### config.mk
export PLATFORM = sky130hd
export DESIGN_NAME = region_switch_button_controller_core_flat
export DESIGN_NICKNAME = d
export VERILOG_FILES = /design/src/rtl/rsbc_pkg.sv /design/src/rtl/rsbc_stream_if.sv /design/src/rtl/rsbc_cfg.sv /design/src/rtl/rsbc_step.sv /design/src/rtl/region_switch_button_controller_core.sv /design/src/flat_wrapper.sv
export VERILOG_INCLUDE_DIRS = /design/src /design/src/rtl
export SDC_FILE = /design/constraint.sdc
export NUM_CORES = 1
export LEC_CHECK = 0
export BUFFER_PORTS_ARGS = -buffer_cell sky130_fd_sc_hd__buf_2
export CAP_MARGIN = 20
export CELL_PAD_IN_SITES_DETAIL_PLACEMENT = 0
export CELL_PAD_IN_SITES_GLOBAL_PLACEMENT = 1
export CORE_AREA = 8 8 138 140
export DETAILED_ROUTE_END_ITERATION = 10
export DIE_AREA = 0 0 146 148
export GPL_TIMING_DRIVEN = 0
export PLACE_DENSITY = 0.91
export REMOVE_ABC_BUFFERS = 1
export SKIP_LAST_GASP = 1
export SYNTH_ARGS = -nofsm -noshare
export SYNTH_HDL_FRONTEND = slang
export SYNTH_HIERARCHICAL = 1
export SYNTH_SLANG_ARGS = --single-unit
### constraint.sdc
create_clock -name clk -period 19.8 [get_ports clk]
set_input_delay 3.96 -clock clk [delete_from_list [all_inputs] [get_ports clk]]
set_output_delay 3.96 -clock clk [all_outputs]
set_load 0.05 [all_outputs]
### src/rtl/region_switch_button_controller_core_assert.svh
// Assertion macros for the region switch button controller.
// Used at the end of the top level; needs clk and rst in scope.
`ifndef REGION_SWITCH_BUTTON_CONTROLLER_CORE_ASSERT_SVH
`define REGION_SWITCH_BUTTON_CONTROLLER_CORE_ASSERT_SVH

// The consequent must hold in the same cycle as the antecedent.
`define RSBC_ASSERT_SAME(label, ante, cons) \
  label: assert property (@(posedge clk) disable iff (rst) (ante) |-> (cons)) \
    else $error("rsbc assertion failed in the same cycle");

// The consequent must hold in the cycle after the antecedent.
`define RSBC_ASSERT_NEXT(label, ante, cons) \
  label: assert property (@(posedge clk) disable iff (rst) (ante) |=> (cons)) \
    else $error("rsbc assertion failed one cycle later");

`endif

### src/rtl/rsbc_pkg.sv
// Shared types, constants and helper functions of the region switch button controller.
// No dependencies.
package rsbc_pkg;

  localparam int DebounceTicksDefault = 3;
  localparam int HoldCountBitsDefault = 16;

  localparam int CfgIndexBits = 3;
  localparam int CfgDataBits  = 16;

  localparam logic [CfgIndexBits-1:0] REG_ADDON_MODE         = 3'd0;
  localparam logic [CfgIndexBits-1:0] REG_LED_COMMON_ANODE   = 3'd1;
  localparam logic [CfgIndexBits-1:0] REG_HOLD_TICKS         = 3'd2;
  localparam logic [CfgIndexBits-1:0] REG_FAST_BLINK_TICKS   = 3'd3;
  localparam logic [CfgIndexBits-1:0] REG_SLOW_BLINK_TICKS   = 3'd4;
  localparam logic [CfgIndexBits-1:0] REG_RESET_PULSE_TICKS  = 3'd5;
  localparam logic [CfgIndexBits-1:0] REG_SHOW_STEP_LIMIT    = 3'd6;
  localparam logic [CfgIndexBits-1:0] REG_CONFIRM_STEP_LIMIT = 3'd7;

  localparam logic [1:0] REGION_JAPAN  = 2'd0;
  localparam logic [1:0] REGION_EUROPE = 2'd1;
  localparam logic [1:0] REGION_USA    = 2'd2;

  typedef struct packed {
    logic        addon_mode;
    logic        led_common_anode;
    logic [15:0] hold_ticks;
    logic [7:0]  fast_blink_ticks;
    logic [7:0]  slow_blink_ticks;
    logic [7:0]  reset_pulse_ticks;
    logic [4:0]  show_step_limit;
    logic [4:0]  confirm_step_limit;
  } cfg_t;

  localparam cfg_t CFG_RESET = '{
    addon_mode:         1'b0,
    led_common_anode:   1'b1,
    hold_ticks:         16'd152,
    fast_blink_ticks:   8'd8,
    slow_blink_ticks:   8'd16,
    reset_pulse_ticks:  8'd16,
    show_step_limit:    5'd8,
    confirm_step_limit: 5'd5
  };

  typedef struct packed {
    logic       cmd;
    logic       tick;
    logic       button_edge;
    logic       button_pressed;
    logic [7:0] saved_value;
  } in_item_t;

  typedef struct packed {
    logic       led_red;
    logic       led_green;
    logic       led_blue;
    logic       video_pin;
    logic       language_pin;
    logic       inv_video_pin;
    logic       inv_language_pin;
    logic       reset_out;
    logic       save_strobe;
    logic [1:0] current_region;
  } out_item_t;

  typedef struct packed {
    logic [1:0] region_sel;
    logic       press_active;
    logic       show_mode;
    logic       confirm_mode;
    logic       reset_active;
    logic       blink_phase;
    logic [4:0] step_count;
    logic [7:0] wait_count;
    logic [1:0] debounce_count;
    logic [2:0] led_pattern;
    logic [3:0] region_pins;
    logic       reset_pin;
  } state_t;

  localparam state_t STATE_RESET = '{
    region_sel:     REGION_EUROPE,
    press_active:   1'b0,
    show_mode:      1'b0,
    confirm_mode:   1'b0,
    reset_active:   1'b0,
    blink_phase:    1'b1,
    step_count:     5'd0,
    wait_count:     8'd0,
    debounce_count: 2'd0,
    led_pattern:    3'd0,
    region_pins:    4'd0,
    reset_pin:      1'b1
  };

  // One-hot LED pattern for a region; an invalid code lights nothing.
  function automatic logic [2:0] lit_for(input logic [1:0] region);
    logic [2:0] lit;
    case (region)
      REGION_JAPAN:  lit = 3'b001;
      REGION_EUROPE: lit = 3'b010;
      REGION_USA:    lit = 3'b100;
      default:       lit = 3'b000;
    endcase
    return lit;
  endfunction

  // Region that follows in show mode, matching (region + 1) mod 3.
  function automatic logic [1:0] region_after(input logic [1:0] region);
    logic [1:0] nxt;
    case (region)
      REGION_JAPAN:  nxt = REGION_EUROPE;
      REGION_EUROPE: nxt = REGION_USA;
      REGION_USA:    nxt = REGION_JAPAN;
      default:       nxt = REGION_EUROPE;
    endcase
    return nxt;
  endfunction

  // Byte modulo 3 by folding base-4 digits, since 4 is 1 modulo 3.
  function automatic logic [1:0] mod3(input logic [7:0] value);
    logic [3:0] sum4;
    logic [2:0] sum3;
    sum4 = 4'(value[1:0]) + 4'(value[3:2]) + 4'(value[5:4]) + 4'(value[7:6]);
    sum3 = 3'(sum4[1:0]) + 3'(sum4[3:2]);
    if (sum3 >= 3'd3) begin
      sum3 = sum3 - 3'd3;
    end
    return sum3[1:0];
  endfunction

  // Drives the region pins and, in add-on mode, starts a reset pulse.
  function automatic state_t apply_region(input state_t st, input cfg_t cfg);
    state_t s;
    s = st;
    if (cfg.addon_mode) begin
      s.reset_pin    = 1'b0;
      s.reset_active = 1'b1;
      s.wait_count   = cfg.reset_pulse_ticks;
    end
    case (s.region_sel)
      REGION_JAPAN:  s.region_pins = 4'b1001;
      REGION_EUROPE: s.region_pins = 4'b0110;
      REGION_USA:    s.region_pins = 4'b0011;
      default:       s.region_pins = st.region_pins;
    endcase
    return s;
  endfunction

endpackage

### src/rtl/rsbc_stream_if.sv
// Valid/ready channel carrying one payload of a chosen type.
// Payload types come from rsbc_pkg.
interface rsbc_stream_if #(
  parameter type T = logic
);
  logic valid;
  logic ready;
  T     payload;

  modport source (output valid, output payload, input ready);
  modport sink (input valid, input payload, output ready);
endinterface

### src/rtl/rsbc_cfg.sv
// Configuration register file of the region switch button controller.
// Depends on rsbc_pkg for the register layout, indexes and reset values.
module rsbc_cfg (
  input  logic                              clk,
  input  logic                              rst,
  input  logic                              cfg_we,
  input  logic [rsbc_pkg::CfgIndexBits-1:0] cfg_index,
  input  logic [rsbc_pkg::CfgDataBits-1:0]  cfg_data,
  output rsbc_pkg::cfg_t                    cfg
);

  always_ff @(posedge clk) begin
    if (rst) begin
      cfg <= rsbc_pkg::CFG_RESET;
    end else if (cfg_we) begin
      case (cfg_index)
        rsbc_pkg::REG_ADDON_MODE:         cfg.addon_mode         <= cfg_data[0];
        rsbc_pkg::REG_LED_COMMON_ANODE:   cfg.led_common_anode   <= cfg_data[0];
        rsbc_pkg::REG_HOLD_TICKS:         cfg.hold_ticks         <= cfg_data;
        rsbc_pkg::REG_FAST_BLINK_TICKS:   cfg.fast_blink_ticks   <= cfg_data[7:0];
        rsbc_pkg::REG_SLOW_BLINK_TICKS:   cfg.slow_blink_ticks   <= cfg_data[7:0];
        rsbc_pkg::REG_RESET_PULSE_TICKS:  cfg.reset_pulse_ticks  <= cfg_data[7:0];
        rsbc_pkg::REG_SHOW_STEP_LIMIT:    cfg.show_step_limit    <= cfg_data[4:0];
        rsbc_pkg::REG_CONFIRM_STEP_LIMIT: cfg.confirm_step_limit <= cfg_data[4:0];
        default: ;
      endcase
    end
  end

endmodule

### src/rtl/rsbc_step.sv
// Combinational next-state and result logic for one polling pass.
// Depends on rsbc_pkg for the state, config and item types and helper functions.
module rsbc_step #(
  parameter int DebounceTicks = rsbc_pkg::DebounceTicksDefault,
  parameter int HoldCountBits = rsbc_pkg::HoldCountBitsDefault
) (
  input  rsbc_pkg::state_t     st,
  input  logic [HoldCountBits-1:0] hold_count,
  input  rsbc_pkg::cfg_t       cfg,
  input  rsbc_pkg::in_item_t   item,
  output rsbc_pkg::state_t     st_next,
  output logic [HoldCountBits-1:0] hold_count_next,
  output rsbc_pkg::out_item_t  result
);

  localparam int CmpBits = (HoldCountBits > 16) ? HoldCountBits : 16;

  rsbc_pkg::state_t          s;
  logic [HoldCountBits-1:0]  hc;
  logic                      applied;
  logic                      long_hold;
  logic [2:0]                pins_led;

  always_comb begin
    s       = st;
    hc      = hold_count;
    applied = 1'b0;
    long_hold = 1'b0;
    if (item.cmd) begin
      s.region_sel  = rsbc_pkg::mod3(item.saved_value);
      s             = rsbc_pkg::apply_region(s, cfg);
      s.led_pattern = rsbc_pkg::lit_for(s.region_sel);
    end else begin
      if (item.button_edge && s.debounce_count == 2'd0) begin
        s.debounce_count = 2'(DebounceTicks);
        s.press_active   = 1'b1;
      end
      if (item.tick) begin
        if (s.press_active && !(&hc)) begin
          hc = hc + HoldCountBits'(1);
        end
        if (s.debounce_count != 2'd0) begin
          s.debounce_count = s.debounce_count - 2'd1;
        end
        if (s.wait_count != 8'd0) begin
          s.wait_count = s.wait_count - 8'd1;
        end
      end
      long_hold = CmpBits'(hc) > CmpBits'(cfg.hold_ticks);
      if (s.press_active && s.debounce_count == 2'd0) begin
        if (item.button_pressed) begin
          if (long_hold) begin
            s.show_mode = 1'b1;
          end
        end else begin
          s.press_active = 1'b0;
          if (long_hold) begin
            s.step_count   = 5'd0;
            s.show_mode    = 1'b0;
            s.confirm_mode = 1'b1;
          end else begin
            s.reset_active = 1'b1;
            s.wait_count   = cfg.reset_pulse_ticks;
          end
          hc = '0;
        end
      end
      if (s.show_mode && s.wait_count == 8'd0) begin
        s.led_pattern = s.blink_phase ? rsbc_pkg::lit_for(s.region_sel) : 3'b000;
        if (s.step_count > cfg.show_step_limit) begin
          s.step_count = 5'd0;
          s.region_sel = rsbc_pkg::region_after(s.region_sel);
        end else begin
          s.step_count = s.step_count + 5'd1;
        end
        s.blink_phase = ~s.blink_phase;
        s.wait_count  = cfg.fast_blink_ticks;
      end
      if (s.confirm_mode && s.wait_count == 8'd0) begin
        s.led_pattern = s.blink_phase ? rsbc_pkg::lit_for(s.region_sel) : 3'b000;
        if (s.step_count > cfg.confirm_step_limit) begin
          s.step_count   = 5'd0;
          s.confirm_mode = 1'b0;
          s.led_pattern  = rsbc_pkg::lit_for(s.region_sel);
          s              = rsbc_pkg::apply_region(s, cfg);
          applied        = 1'b1;
        end else begin
          s.step_count = s.step_count + 5'd1;
        end
        s.blink_phase = ~s.blink_phase;
        s.wait_count  = cfg.slow_blink_ticks;
      end
      if (s.reset_active) begin
        if (s.wait_count != 8'd0) begin
          s.reset_pin = 1'b0;
        end else begin
          s.reset_pin    = 1'b1;
          s.reset_active = 1'b0;
        end
      end
    end
  end

  assign pins_led        = s.led_pattern ^ {3{cfg.led_common_anode}};
  assign st_next         = s;
  assign hold_count_next = hc;

  assign result = '{
    led_red:          pins_led[0],
    led_green:        pins_led[1],
    led_blue:         pins_led[2],
    video_pin:        s.region_pins[0],
    language_pin:     s.region_pins[1],
    inv_video_pin:    s.region_pins[2],
    inv_language_pin: s.region_pins[3],
    reset_out:        s.reset_pin,
    save_strobe:      applied,
    current_region:   s.region_sel
  };

endmodule

### src/rtl/region_switch_button_controller_core.sv
// Structure: two register stages, the input register and the result register;
// an accepted item waits in the input register until the result register is free.
// Throughput: one transaction per cycle while results.ready is held high; the
// state update between the input and result registers is combinational.
// Reset: synchronous rst clears all control state and restores the register
// defaults; no clearing pass is needed.
`include "region_switch_button_controller_core_assert.svh"

module region_switch_button_controller_core #(
  parameter int DebounceTicks = rsbc_pkg::DebounceTicksDefault,
  parameter int HoldCountBits = rsbc_pkg::HoldCountBitsDefault
) (
  input  logic                              clk,
  input  logic                              rst,
  input  logic                              cfg_we,
  input  logic [rsbc_pkg::CfgIndexBits-1:0] cfg_index,
  input  logic [rsbc_pkg::CfgDataBits-1:0]  cfg_data,
  rsbc_stream_if.sink                       items,
  rsbc_stream_if.source                     results
);

  rsbc_pkg::cfg_t            cfg;
  logic                      in_valid;
  rsbc_pkg::in_item_t        in_item;
  logic                      out_valid;
  rsbc_pkg::out_item_t       out_item;
  rsbc_pkg::state_t          state;
  rsbc_pkg::state_t          state_next;
  logic [HoldCountBits-1:0]  hold_count;
  logic [HoldCountBits-1:0]  hold_count_next;
  rsbc_pkg::out_item_t       result_next;
  logic                      advance;

  rsbc_cfg u_cfg (
    .clk       (clk),
    .rst       (rst),
    .cfg_we    (cfg_we),
    .cfg_index (cfg_index),
    .cfg_data  (cfg_data),
    .cfg       (cfg)
  );

  rsbc_step #(
    .DebounceTicks (DebounceTicks),
    .HoldCountBits (HoldCountBits)
  ) u_step (
    .st              (state),
    .hold_count      (hold_count),
    .cfg             (cfg),
    .item            (in_item),
    .st_next         (state_next),
    .hold_count_next (hold_count_next),
    .result          (result_next)
  );

  assign advance         = in_valid && (!out_valid || results.ready);
  assign items.ready     = !in_valid || advance;
  assign results.valid   = out_valid;
  assign results.payload = out_item;

  always_ff @(posedge clk) begin
    if (rst) begin
      in_valid <= 1'b0;
    end else if (items.ready) begin
      in_valid <= items.valid;
    end
  end

  always_ff @(posedge clk) begin
    if (items.valid && items.ready) begin
      in_item <= items.payload;
    end
  end

  always_ff @(posedge clk) begin
    if (rst) begin
      out_valid  <= 1'b0;
      state      <= rsbc_pkg::STATE_RESET;
      hold_count <= '0;
    end else begin
      if (advance) begin
        out_valid  <= 1'b1;
        state      <= state_next;
        hold_count <= hold_count_next;
      end else if (results.ready) begin
        out_valid <= 1'b0;
      end
    end
  end

  always_ff @(posedge clk) begin
    if (advance) begin
      out_item <= result_next;
    end
  end

  `RSBC_ASSERT_SAME(a_region_valid, 1'b1, state.region_sel != 2'd3)
  `RSBC_ASSERT_SAME(a_save_drives_pins, out_valid && out_item.save_strobe, (out_item.video_pin || out_item.language_pin))
  `RSBC_ASSERT_NEXT(a_advance_gives_result, advance, out_valid)
  `RSBC_ASSERT_SAME(a_reset_pulse_tracked, !state.reset_pin, state.reset_active)

endmodule

### src/flat_wrapper.sv
// flat-port wrapper written by rule: the top's interface ports become plain ports
module region_switch_button_controller_core_flat 
#(
  parameter int DebounceTicks = rsbc_pkg::DebounceTicksDefault,
  parameter int HoldCountBits = rsbc_pkg::HoldCountBitsDefault
)
  (clk, rst, cfg_we, cfg_index, cfg_data, items_valid, items_payload, items_ready, results_valid, results_payload, results_ready);
  rsbc_stream_if #(.T(rsbc_pkg::in_item_t)) items_i ();
  rsbc_stream_if #(.T(rsbc_pkg::out_item_t)) results_i ();
  input  logic clk;
  input  logic rst;
  input  logic cfg_we;
  input  logic [rsbc_pkg::CfgIndexBits-1:0] cfg_index;
  input  logic [rsbc_pkg::CfgDataBits-1:0] cfg_data;
  input wire logic [$bits(items_i.valid)-1:0] items_valid;
  input wire logic [$bits(items_i.payload)-1:0] items_payload;
  output wire logic [$bits(items_i.ready)-1:0] items_ready;
  output wire logic [$bits(results_i.valid)-1:0] results_valid;
  output wire logic [$bits(results_i.payload)-1:0] results_payload;
  input wire logic [$bits(results_i.ready)-1:0] results_ready;
  assign items_i.valid = items_valid;
  assign items_i.payload = items_payload;
  assign items_ready = items_i.ready;
  assign results_valid = results_i.valid;
  assign results_payload = results_i.payload;
  assign results_i.ready = results_ready;
  region_switch_button_controller_core #(.DebounceTicks(DebounceTicks), .HoldCountBits(HoldCountBits)) u_core (.clk(clk), .rst(rst), .cfg_we(cfg_we), .cfg_index(cfg_index), .cfg_data(cfg_data), .items(items_i), .results(results_i));
endmodule
==> results of run 1 <==
[logic make-up (layout without fill, tap and decap cells)]
group,Yosys count,after routing,synth area share (%)
fa+ha+maj,53,53,8.19
mux,117,117,13.8
xor+xnor,22,22,2.25
buf+inv,116,138,6.66
compound gates,162,162,12.6
flops,123,123,31.5
simple gates,367,367,25.1
[cell usage in the layout, fill, tap and decap left out, drive strengths merged, types with 4 or more instances in the layout]
cell type	netlist	final
a22o	9	9
a31oi	13	13
dfxtp	100	100
and2	5	5
nor4b	5	5
a211o	6	6
nor4	6	6
nand2b	151	151
nor2b	14	14
a211oi	11	11
mux2i	111	111
a21oi	42	42
o21ai	34	34
fa	5	5
ha	48	48
clkinv	1	5
xor2	6	6
nand3	13	13
edfxtp	23	23
o211ai	4	4
nor2	53	53
a21o	5	5
inv	50	54
or4	6	6
or3	4	4
nor3	15	15
and3	12	12
o31ai	7	7
clkbuf	33	19
nand2	54	54
nand3b	4	4
nand4	5	5
or2	5	5
mux2	6	6
a22oi	4	4
xnor2	16	16
buf	32	55
[final cells by class]
cell class	instances	area [um^2]	area share, %
tap	225	282	2.98
clock buffer	19	475	5.03
multi-input combinational	721	5300	56.0
clock inverter	13	159	1.68
sequential	123	2690	28.5
inverter	51	191	2.02
timing repair buffer	55	364	3.85
[metal layers]
metal / track usage, % / routed length (um) / share of wire [%] / up-vias
met1: 23.3 / 9430 / 49 / 3186
met5: 0 / 0 / 0 / -
met4: 5.15 / 184 / 0.95 / 0
met2: 28.5 / 8730 / 45 / 162
met3: 4.52 / 986 / 5.1 / 15
li1: - / - / - / 3373
[worst min-delay path by stage]
stage	end	slack (ns)	cells after the start
2_1_floorplan	u_core/state[5]	0.44	2
3_3_place_gp	u_core/state[6]	0.46	2
3_5_place_dp	u_core/u_cfg/cfg[44]	0.46	2
4_1_cts	u_core/u_cfg/cfg[44]	0.47	2
5_1_grt	u_core/state[6]	0.49	2
6_report	u_core/u_cfg/cfg[44]	0.47	2
[flip-flops by register name, indices dropped and copies added (netlist names)]
signal                  cells
u_core/u_cfg/cfg           52
u_core/in_valid             1
u_core/in_item             12
u_core/hold_count          16
u_core/results.valid        1
u_core/state               30
u_core/results.payload     11
[critical path, delay by kind of cell (launching register included)]
family | cells | cell delay, ns
buffers and inverters | 1 | 0.22
AND/OR/NAND/NOR | 13 | 2.69
flip-flops | 1 | 0.39
AO/OA/AOI/OAI | 10 | 3.29
multiplexers | 1 | 0.94
XOR/XNOR | 2 | 0.40
adder cells (fa/ha/maj) | 2 | 0.50
[Yosys cell counts, types with 3 or more instances]
library cell / count
a31oi_1: 13
a211oi_1: 11
edfxtp_1: 23
o31ai_1: 7
inv_1: 50
nand2b_1: 150
o211ai_1: 3
or3_1: 4
o311a_1: 3
xnor2_1: 16
and2_1: 4
a22o_1: 9
or4_1: 4
nor2b_1: 12
a21oi_1: 42
o22ai_1: 3
a22oi_1: 3
mux2_2: 6
and4_1: 3
xor2_1: 6
nand2_1: 54
dfxtp_1: 100
buf_12: 3
mux2i_1: 111
nor2_1: 52
nand3_1: 13
nor4_1: 6
nand3b_1: 4
a211o_1: 6
o21ai_0: 33
nor3_1: 15
and3_1: 12
fa_1: 5
buf_4: 11
or2_2: 5
ha_1: 48
clkbuf_1: 33
buf_2: 14
a21o_1: 5
nand4_1: 5
[report_power, final]
| part | total (uW) | switching, uW | leakage [uW] | internal [uW] |
|---|---|---|---|---|
| clock network | 334 | 121 | 0.000311 | 213 |
| logic | 195 | 118 | 0.00250 | 76.3 |
| registers | 282 | 10.1 | 0.00103 | 272 |
| total | 811 | 249 | 0.00383 | 562 |
[per-stage QoR]
step	utilization (%)	total power, uW
2_1_floorplan	-	425
3_3_place_gp	51.3	474
3_5_place_dp	52.0	482
4_1_cts	55.8	818
5_1_grt	55.9	853
6_report	55.9	811
==> impl_metrics.tcl, run 1 <==
set metrics [dict create \
    vias_per_cell 5.58 \
    port_buffers 48 \
    gp_congestion 0.874 \
    synth_warnings 6 \
    yosysTopAreaCell "dfxtp_1" \
    synth_edf_count 23 \
    worst_pin_slew_ns 1.04 \
    area_growth_pct 10.7 \
    r2r-end "u_core/results.payload[10]" \
    fillers 1546 \
    cap_violations 0 \
    rsz0062_at_grt "no" \
    cts.path.max_buffers 2 \
    r2r-start "u_core/hold_count[3]" \
    hold_buffers 0 \
    dp_cells 1173 \
    clkTransAtPathRegs_ns 0.07 \
    cp_data_arrival_time_ns 8.87 \
    vias 6736 \
    start_util_pct 50.5 \
    clock-root-buffer "clkbuf_16" \
    drc_errors 0 \
    slowest_stage "mux2i_1" \
    drt_iter0_drc 530 \
    status "complete, no violations" \
    grt_usage_pct 17.8 \
    min_path_type "reg -> reg" \
    finClkSkew_ns 0.0149 \
    worst_r2r_path_depth 29 \
    drt-total-wl_um 19300 \
    final-hold-violation-count 0 \
    drive_gt1_share_pct 12.1 \
    fp-row-count 48 \
    fin_crit_ns 8.71 \
    place_ws_ns 10.86 \
    fin_crit_sh_pct 44.0 \
    yosysSeqAreaShare_pct 31.5 \
    grt_antenna_before_repair 0 \
    async_flop_share_pct 0 \
    max_stage_delay_ns 0.94 \
    cts_buffers 17 \
    grt_pass1_vias 6410 \
    crit_top_cell "and3_1" \
    n_antenna_cell 0 \
    dpl_cell_area_um2 8810 \
    worstSkewPairLatency_ns 0.43 \
    cp.required_ns 19.96 \
    nets 1058 \
    powerDensity_nw_per_um2 85.7 \
    fin_ws_ns 11.09 \
    gr-total-overflow 0 \
    firstDrtPassIters 5 \
    worstSetupEndpointType "flop" \
    synth_flop_cell "dfxtp_1" \
    fin_cells 1207 \
    cts_num_sinks 123 \
    critPathCapture "u_core/results.payload[10]" \
    ys_seq_elements 123 \
    grt_max_degree 115 \
    crit_fanout 22 \
    fin_setup_tns_ns 0 \
    fin_hold_ws_ns 0.471 \
    ys_types 81 \
    r2r_setup_slack_ns 11.09 \
    cts_resized 0 \
    min_from "u_core/u_cfg/cfg[44]" \
    cp-start-kind "flop" \
    timing.slew.headroom_pct 28.6 \
    die_area_um2 21600 \
    drv_slew 0 \
    syn_avg_cell_area_um2 8.91 \
    cts_tree "built" \
    criticalPathCategory "reg -> reg" \
    netlist_area_um2 8550 \
    die_y_um 148 \
    syn_inst 960 \
    chipWidth_um 146 \
    core-area_um2 16900 \
    finalSetupViolCount 0 \
    ant_nets 0 \
    postCtsSetupRepairBufs 0 \
    grt_pass1_wl_um 31500 \
    irDropWorstVdd_mv 0.0747 \
    hpwl_um 13500 \
    fin_area_um2 9460 \
    wl_per_cell_um 16.0 \
    synth_top_area_share_pct 23.4 \
    htree_levels 4 \
    fmax_mhz 115 \
    crit_start "u_core/hold_count[3]" \
    io_pins 49 \
    leakage_uw 0.00383 \
    synth_area_leaders "dfxtp_1 23%, mux2i_1 13%, nand2b_1 11%, edfxtp_1 8.1%, ha_1 7.0%" \
]
Note: power is estimated with default switching activity, not from simulation.
==> run 2: changes to the inputs <==
--- a/config.mk
+++ b/config.mk
@@ -10,11 +10,11 @@
 export CAP_MARGIN = 20
 export CELL_PAD_IN_SITES_DETAIL_PLACEMENT = 0
 export CELL_PAD_IN_SITES_GLOBAL_PLACEMENT = 1
-export CORE_AREA = 8 8 138 140
+export CORE_AREA = 8 8 143 145
 export DETAILED_ROUTE_END_ITERATION = 10
-export DIE_AREA = 0 0 146 148
+export DIE_AREA = 0 0 151 153
 export GPL_TIMING_DRIVEN = 0
-export PLACE_DENSITY = 0.91
+export PLACE_DENSITY = 0.86
 export REMOVE_ABC_BUFFERS = 1
 export SKIP_LAST_GASP = 1
 export SYNTH_ARGS = -nofsm -noshare
==> constraint.sdc (replaced) <==
create_clock -name clk -period 8.5 [get_ports clk]
set_input_delay 1.7 -clock clk [delete_from_list [all_inputs] [get_ports clk]]
set_output_delay 1.7 -clock clk [all_outputs]
set_load 0.05 [all_outputs]
==> run 2 against run 1 <==
Against the previous run:
- global-route usage shrank 0.34 points
- core utilization is 3.5 points lower
- setup slack got worse by 11 ns
- sequential power grew 130%
- routed wire length rose by 1.4%
- clock skew fell by 0.0067 ns
- non-clock buffer count rose by 1
- clock power grew 130%
- first-iteration DRC count decreased by 18%
- critical endpoint is now u_core/results.payload[9]
==> impl_metrics.tcl, run 2 (synthesis results as in run 1) <==
set metrics [dict create \
    leakage_uw 0.00385 \
    criticalPathCategory "reg -> reg" \
    drc_errors 0 \
    finClkSkew_ns 0.00816 \
    timing.slew.headroom_pct 32.2 \
    ant_nets 0 \
    max_stage_delay_ns 0.53 \
    drt_iter0_drc 432 \
    cts_resized 1 \
    port_buffers 48 \
    fin_hold_ws_ns 0.468 \
    start_util_pct 46.8 \
    grt_pass1_vias 6504 \
    cp-start-kind "flop" \
    largest_register "u_core/u_cfg/cfg" \
    drive_gt1_share_pct 12.8 \
    hpwl_um 14000 \
    core-area_um2 18300 \
    cts_tree "built" \
    chipWidth_um 151 \
    cts_buffers 17 \
    area_growth_pct 11.8 \
    worst_pin_slew_ns 1.01 \
    route.top_layer_used "met4" \
    worstSetupEndpointType "flop" \
    grt_pass1_wl_um 32700 \
    powerDensity_nw_per_um2 198 \
    grt_usage_pct 17.5 \
    min_path_type "reg -> reg" \
    firstDrtPassIters 5 \
    clock-root-buffer "clkbuf_16" \
    vias_per_cell 5.55 \
    fin_crit_ns 7.97 \
    die_y_um 153 \
    fp-row-count 50 \
    wl_met2_um 8990 \
    n_antenna_cell 0 \
    grt_max_degree 87 \
    nets 1059 \
    gp_congestion 0.887 \
    die_area_um2 23100 \
    status "complete, no violations" \
    slowest_stage "or4_1" \
    finalSetupViolCount 0 \
    cts.path.max_buffers 2 \
    final_core_util_pct 52.3 \
    fmax_mhz 125 \
    grt_antenna_before_repair 0 \
    io_pins 49 \
    rsz0062_at_grt "no" \
    drv_slew 0 \
    final_common_cell "nand2b_1" \
    m1WireLength_um 9630 \
    drt-total-wl_um 19600 \
    gr-total-overflow 0 \
    largest_reg_flops 52 \
    hold_buffers 0 \
    cap_violations 0 \
    clkTransAtPathRegs_ns 0.06 \
    final-hold-violation-count 0 \
    vias 6753 \
    wl_met3_um 848 \
    cts_num_sinks 123 \
    irDropWorstVdd_mv 0.143 \
    cp.required_ns 8.67 \
    final_cell_mix "150 x nand2b_1, 110 x mux2i_1, 99 x dfxtp_1, 54 x nand2_1, 51 x nor2_1" \
    fin_crit_sh_pct 93.7 \
    cp_data_arrival_time_ns 8.14 \
    crit_fanout 11 \
    worstSkewPairLatency_ns 0.42 \
    top_regs "u_core/u_cfg/cfg x52, u_core/state x30, u_core/hold_count x16" \
    htree_levels 4 \
    wl_per_cell_um 16.1 \
    postCtsSetupRepairBufs 0 \
]
## run 2: changes by cell type in the layout (fill, tap and decap cells not counted), moves of 2 or more
cell / delta
inv_6: -2
clkbuf_8: +4
inv_4: -2
o21ai_0: -2
bufinv_16: -2
clkinv_2: -2
clkbuf_16: +2
## run 2: cell type report
type	count	area, um^2
fillers	1730	8710
multi-input cells	721	5350
flip-flops and latches	123	2690
clock buffers	26	584
repair buffers	56	379
well taps	234	293
inverters	51	191
clock inverters	6	67.6
## run 2: path summary, 6_finish.rpt
check / slack, ns / from / depth (start not counted) / endpoint
worst max-delay path: 0.53 / u_core/hold_count[4] / 34 / u_core/results.payload[9]
worst min-delay path: 0.47 / u_core/state[6] / 2 / u_core/state[6]
worst max register to register: 0.53 / u_core/hold_count[4] / 34 / u_core/results.payload[9]
worst min register to register: 0.47 / u_core/state[6] / 2 / u_core/state[6]
## run 2: per-layer routing
layer / vias up / global-route usage (%)
li1: 3384 / -
met1: 3220 / 23.6
met2: 136 / 27.5
met3: 13 / 3.93
met4: 0 / 4.43
met5: - / 0
## run 2: report_power, final
group          total (uW)  leakage [uW]  switching (uW)  internal, uW
logic                 460       0.00251             280           180
registers             658       0.00103            23.4           635
clock network         778      0.000315             274           504
## run 2: worst max-delay path, delay by kind of cell (launching register included)
family	cells	cell delay [ns]
AOI/OAI and AO/OA	11	2.41
xor gates and xnor gates	2	0.31
adders and majority gates	3	0.83
buffers and inverters	1	0.22
DFF	1	0.43
and+or+nand+nor	17	3.49
## run 2: per-stage QoR
step | std cells | setup slack (ns) | power, uW | setup TNS (ns) | cell area [um^2]
6_report | 1217 | 0.532 | 1900 | 0 | 9560
5_1_grt | 1217 | 0.0419 | 1990 | 0 | 9560
4_1_cts | 1216 | 0.128 | 1910 | 0 | 9500
3_5_place_dp | 1184 | -0.0732 | 1120 | -0.215 | 8850
3_3_place_gp | 1177 | -0.914 | 1110 | -16.56 | 8710
2_1_floorplan | 895 | 1.09 | 991 | 0 | 8170
==> run 3: changes to the inputs <==
==> constraint.sdc (replaced) <==
create_clock -name clk -period 7.6 [get_ports clk]
set_input_delay 1.52 -clock clk [delete_from_list [all_inputs] [get_ports clk]]
set_output_delay 1.52 -clock clk [all_outputs]
set_load 0.05 [all_outputs]
==> run 3 against run 2 <==
Against the previous run:
- first-iteration DRC count rose by 10%
- flip-flop and latch count stayed put
- via count grew 2.4%
- die area unchanged
- routed wire length rose by 3.6%
- core utilization is 1.3 points higher
- clock skew up 0.00068 ns
- worst hold slack barely moved
- count of clock-buffer cells in the layout did not move
- register-to-register slack worse by 0.14 ns
- final area rose by 2.6%
- setup slack worse by 0.14 ns
- critical path type unchanged
- largest cell class unchanged
==> impl_metrics.tcl, run 3 (synthesis results as in run 1) <==
set metrics [dict create \
    cap_violations 0 \
    cp.required_ns 7.77 \
    finClkSkew_ns 0.00884 \
    finalSetupViolCount 0 \
    slowest_stage "or4_1" \
    cp_data_arrival_time_ns 7.37 \
    chipWidth_um 151 \
    critPathCapture "u_core/results.payload[9]" \
    drc_errors 0 \
    die_area_um2 23100 \
    totalPowerFinal_uw 2130 \
    worst_r2r_path_depth 34 \
    clkTransAtPathRegs_ns 0.06 \
    worst_pin_slew_ns 1.07 \
    firstDrtPassIters 5 \
    status "complete, no violations" \
    irDropWorstVdd_mv 0.162 \
    final_cell_mix "150 x nand2b_1, 110 x mux2i_1, 97 x dfxtp_1, 52 x nand2_1, 51 x nor2_1" \
    place_ws_ns -0.973 \
    fmax_mhz 139 \
    fin_area_um2 9810 \
    vias_per_cell 5.61 \
    fin_ws_ns 0.396 \
    crit_top_cell "ha_1" \
    max_stage_delay_ns 0.55 \
    vias 6913 \
    cts.path.max_buffers 2 \
    drive_gt1_share_pct 16.0 \
    worstSkewPairLatency_ns 0.43 \
    fin_crit_ns 7.20 \
    hpwl_um 14000 \
    core-area_um2 18300 \
    final_common_cell "nand2b_1" \
    grtUsageMet2_pct 27.6 \
    cts_buffers 17 \
    nets 1075 \
    largest_reg_flops 52 \
    r2r-start "u_core/hold_count[3]" \
    dpl_cell_area_um2 8850 \
    top_usage_layer "met2" \
    r2r-end "u_core/results.payload[9]" \
    crit_fanout 11 \
    port_buffers 48 \
    min_path_type "reg -> reg" \
    fp-row-count 50 \
    gr-total-overflow 0 \
    n_antenna_cell 0 \
    grt_max_degree 87 \
    powerDensity_nw_per_um2 217 \
    cp-start-kind "flop" \
    final-hold-violation-count 0 \
    gp_congestion 0.887 \
    grt_antenna_before_repair 0 \
    cts_num_sinks 123 \
    die_y_um 153 \
    worstSetupEndpointType "flop" \
    use_met3_pct 3.93 \
    criticalPathCategory "reg -> reg" \
    top_regs "u_core/u_cfg/cfg x52, u_core/state x30, u_core/hold_count x16" \
    wl_per_cell_um 16.5 \
    start_util_pct 46.8 \
    ant_nets 0 \
    fin_crit_sh_pct 94.8 \
    fin_setup_tns_ns 0 \
    grt_pass1_vias 6522 \
    drt_iter0_drc 476 \
    largest_register "u_core/u_cfg/cfg" \
    area_growth_pct 14.7 \
    cts_tree "built" \
    io_pins 49 \
    drv_slew 0 \
    r2r_setup_slack_ns 0.40 \
    grt_pass1_wl_um 32800 \
    clock-root-buffer "clkbuf_16" \
    fin_hold_ws_ns 0.468 \
    leakage_uw 0.00396 \
    timing.slew.headroom_pct 28.2 \
    crit_start "u_core/hold_count[3]" \
    grt_util_met1_pct 23.7 \
    drt-total-wl_um 20300 \
    grt_usage_pct 17.5 \
    htree_levels 4 \
]
## run 3: worst min-delay path by stage
stage | slack [ns] | startpoint | depth (start not counted) | end
finish | 0.47 | u_core/state[6] | 2 | u_core/state[6]
global route | 0.49 | u_core/state[7] | 2 | u_core/state[7]
CTS | 0.47 | u_core/state[6] | 2 | u_core/state[6]
detailed placement | 0.46 | u_core/u_cfg/cfg[47] | 2 | u_core/u_cfg/cfg[47]
global placement | 0.46 | u_core/state[6] | 2 | u_core/state[6]
floorplan | 0.44 | u_core/state[5] | 2 | u_core/state[5]
## run 3: layout make-up
class                      instances  area (um^2)
clock buffer                      26          584
inverter                          51          191
timing repair buffer              71          492
clock inverter                     6         67.6
fill                            1697         8460
sequential                       123         2700
tap                              234          293
multi-input combinational        722         5480
## run 3: per-layer routing
layer  vias to the layer above  share of wire [%]
met5                         -                  0
met4                         0               0.99
met3                        20                4.7
met2                       161                 46
met1                      3323                 48
li1                       3409                  -
## run 3: through the flow
step,utilization (%),cells
floorplan,-,895
global placement,47.7,1177
detailed placement,48.4,1184
CTS,52.4,1217
global route,53.7,1233
finish,53.7,1233
## run 3: power breakdown
group,switching (uW),internal (uW)
logic,316,206
registers,26.3,709
clock network,307,564
total,649,1480
## run 3: repair_timing
| action | in CTS | in global routing |
|---|---|---|
| pin swaps | 0 | 8 |
| cloned | 0 | 1 |
| setup buffers | 1 | 14 |
| hold buffers | 0 | 0 |
| resized for setup | 18 | 23 |
| setup endpoints to repair | 24 | 23 |
## run 3: critical path: cells and delay by family, from the launching register on
kind | cells | cell delay (ns)
AND/OR/NAND/NOR | 17 | 3.05
AO/OA/AOI/OAI | 11 | 2.22
adder cells (fa/ha/maj) | 3 | 0.77
XOR/XNOR | 2 | 0.29
flip-flops | 1 | 0.39
buffers and inverters | 1 | 0.21
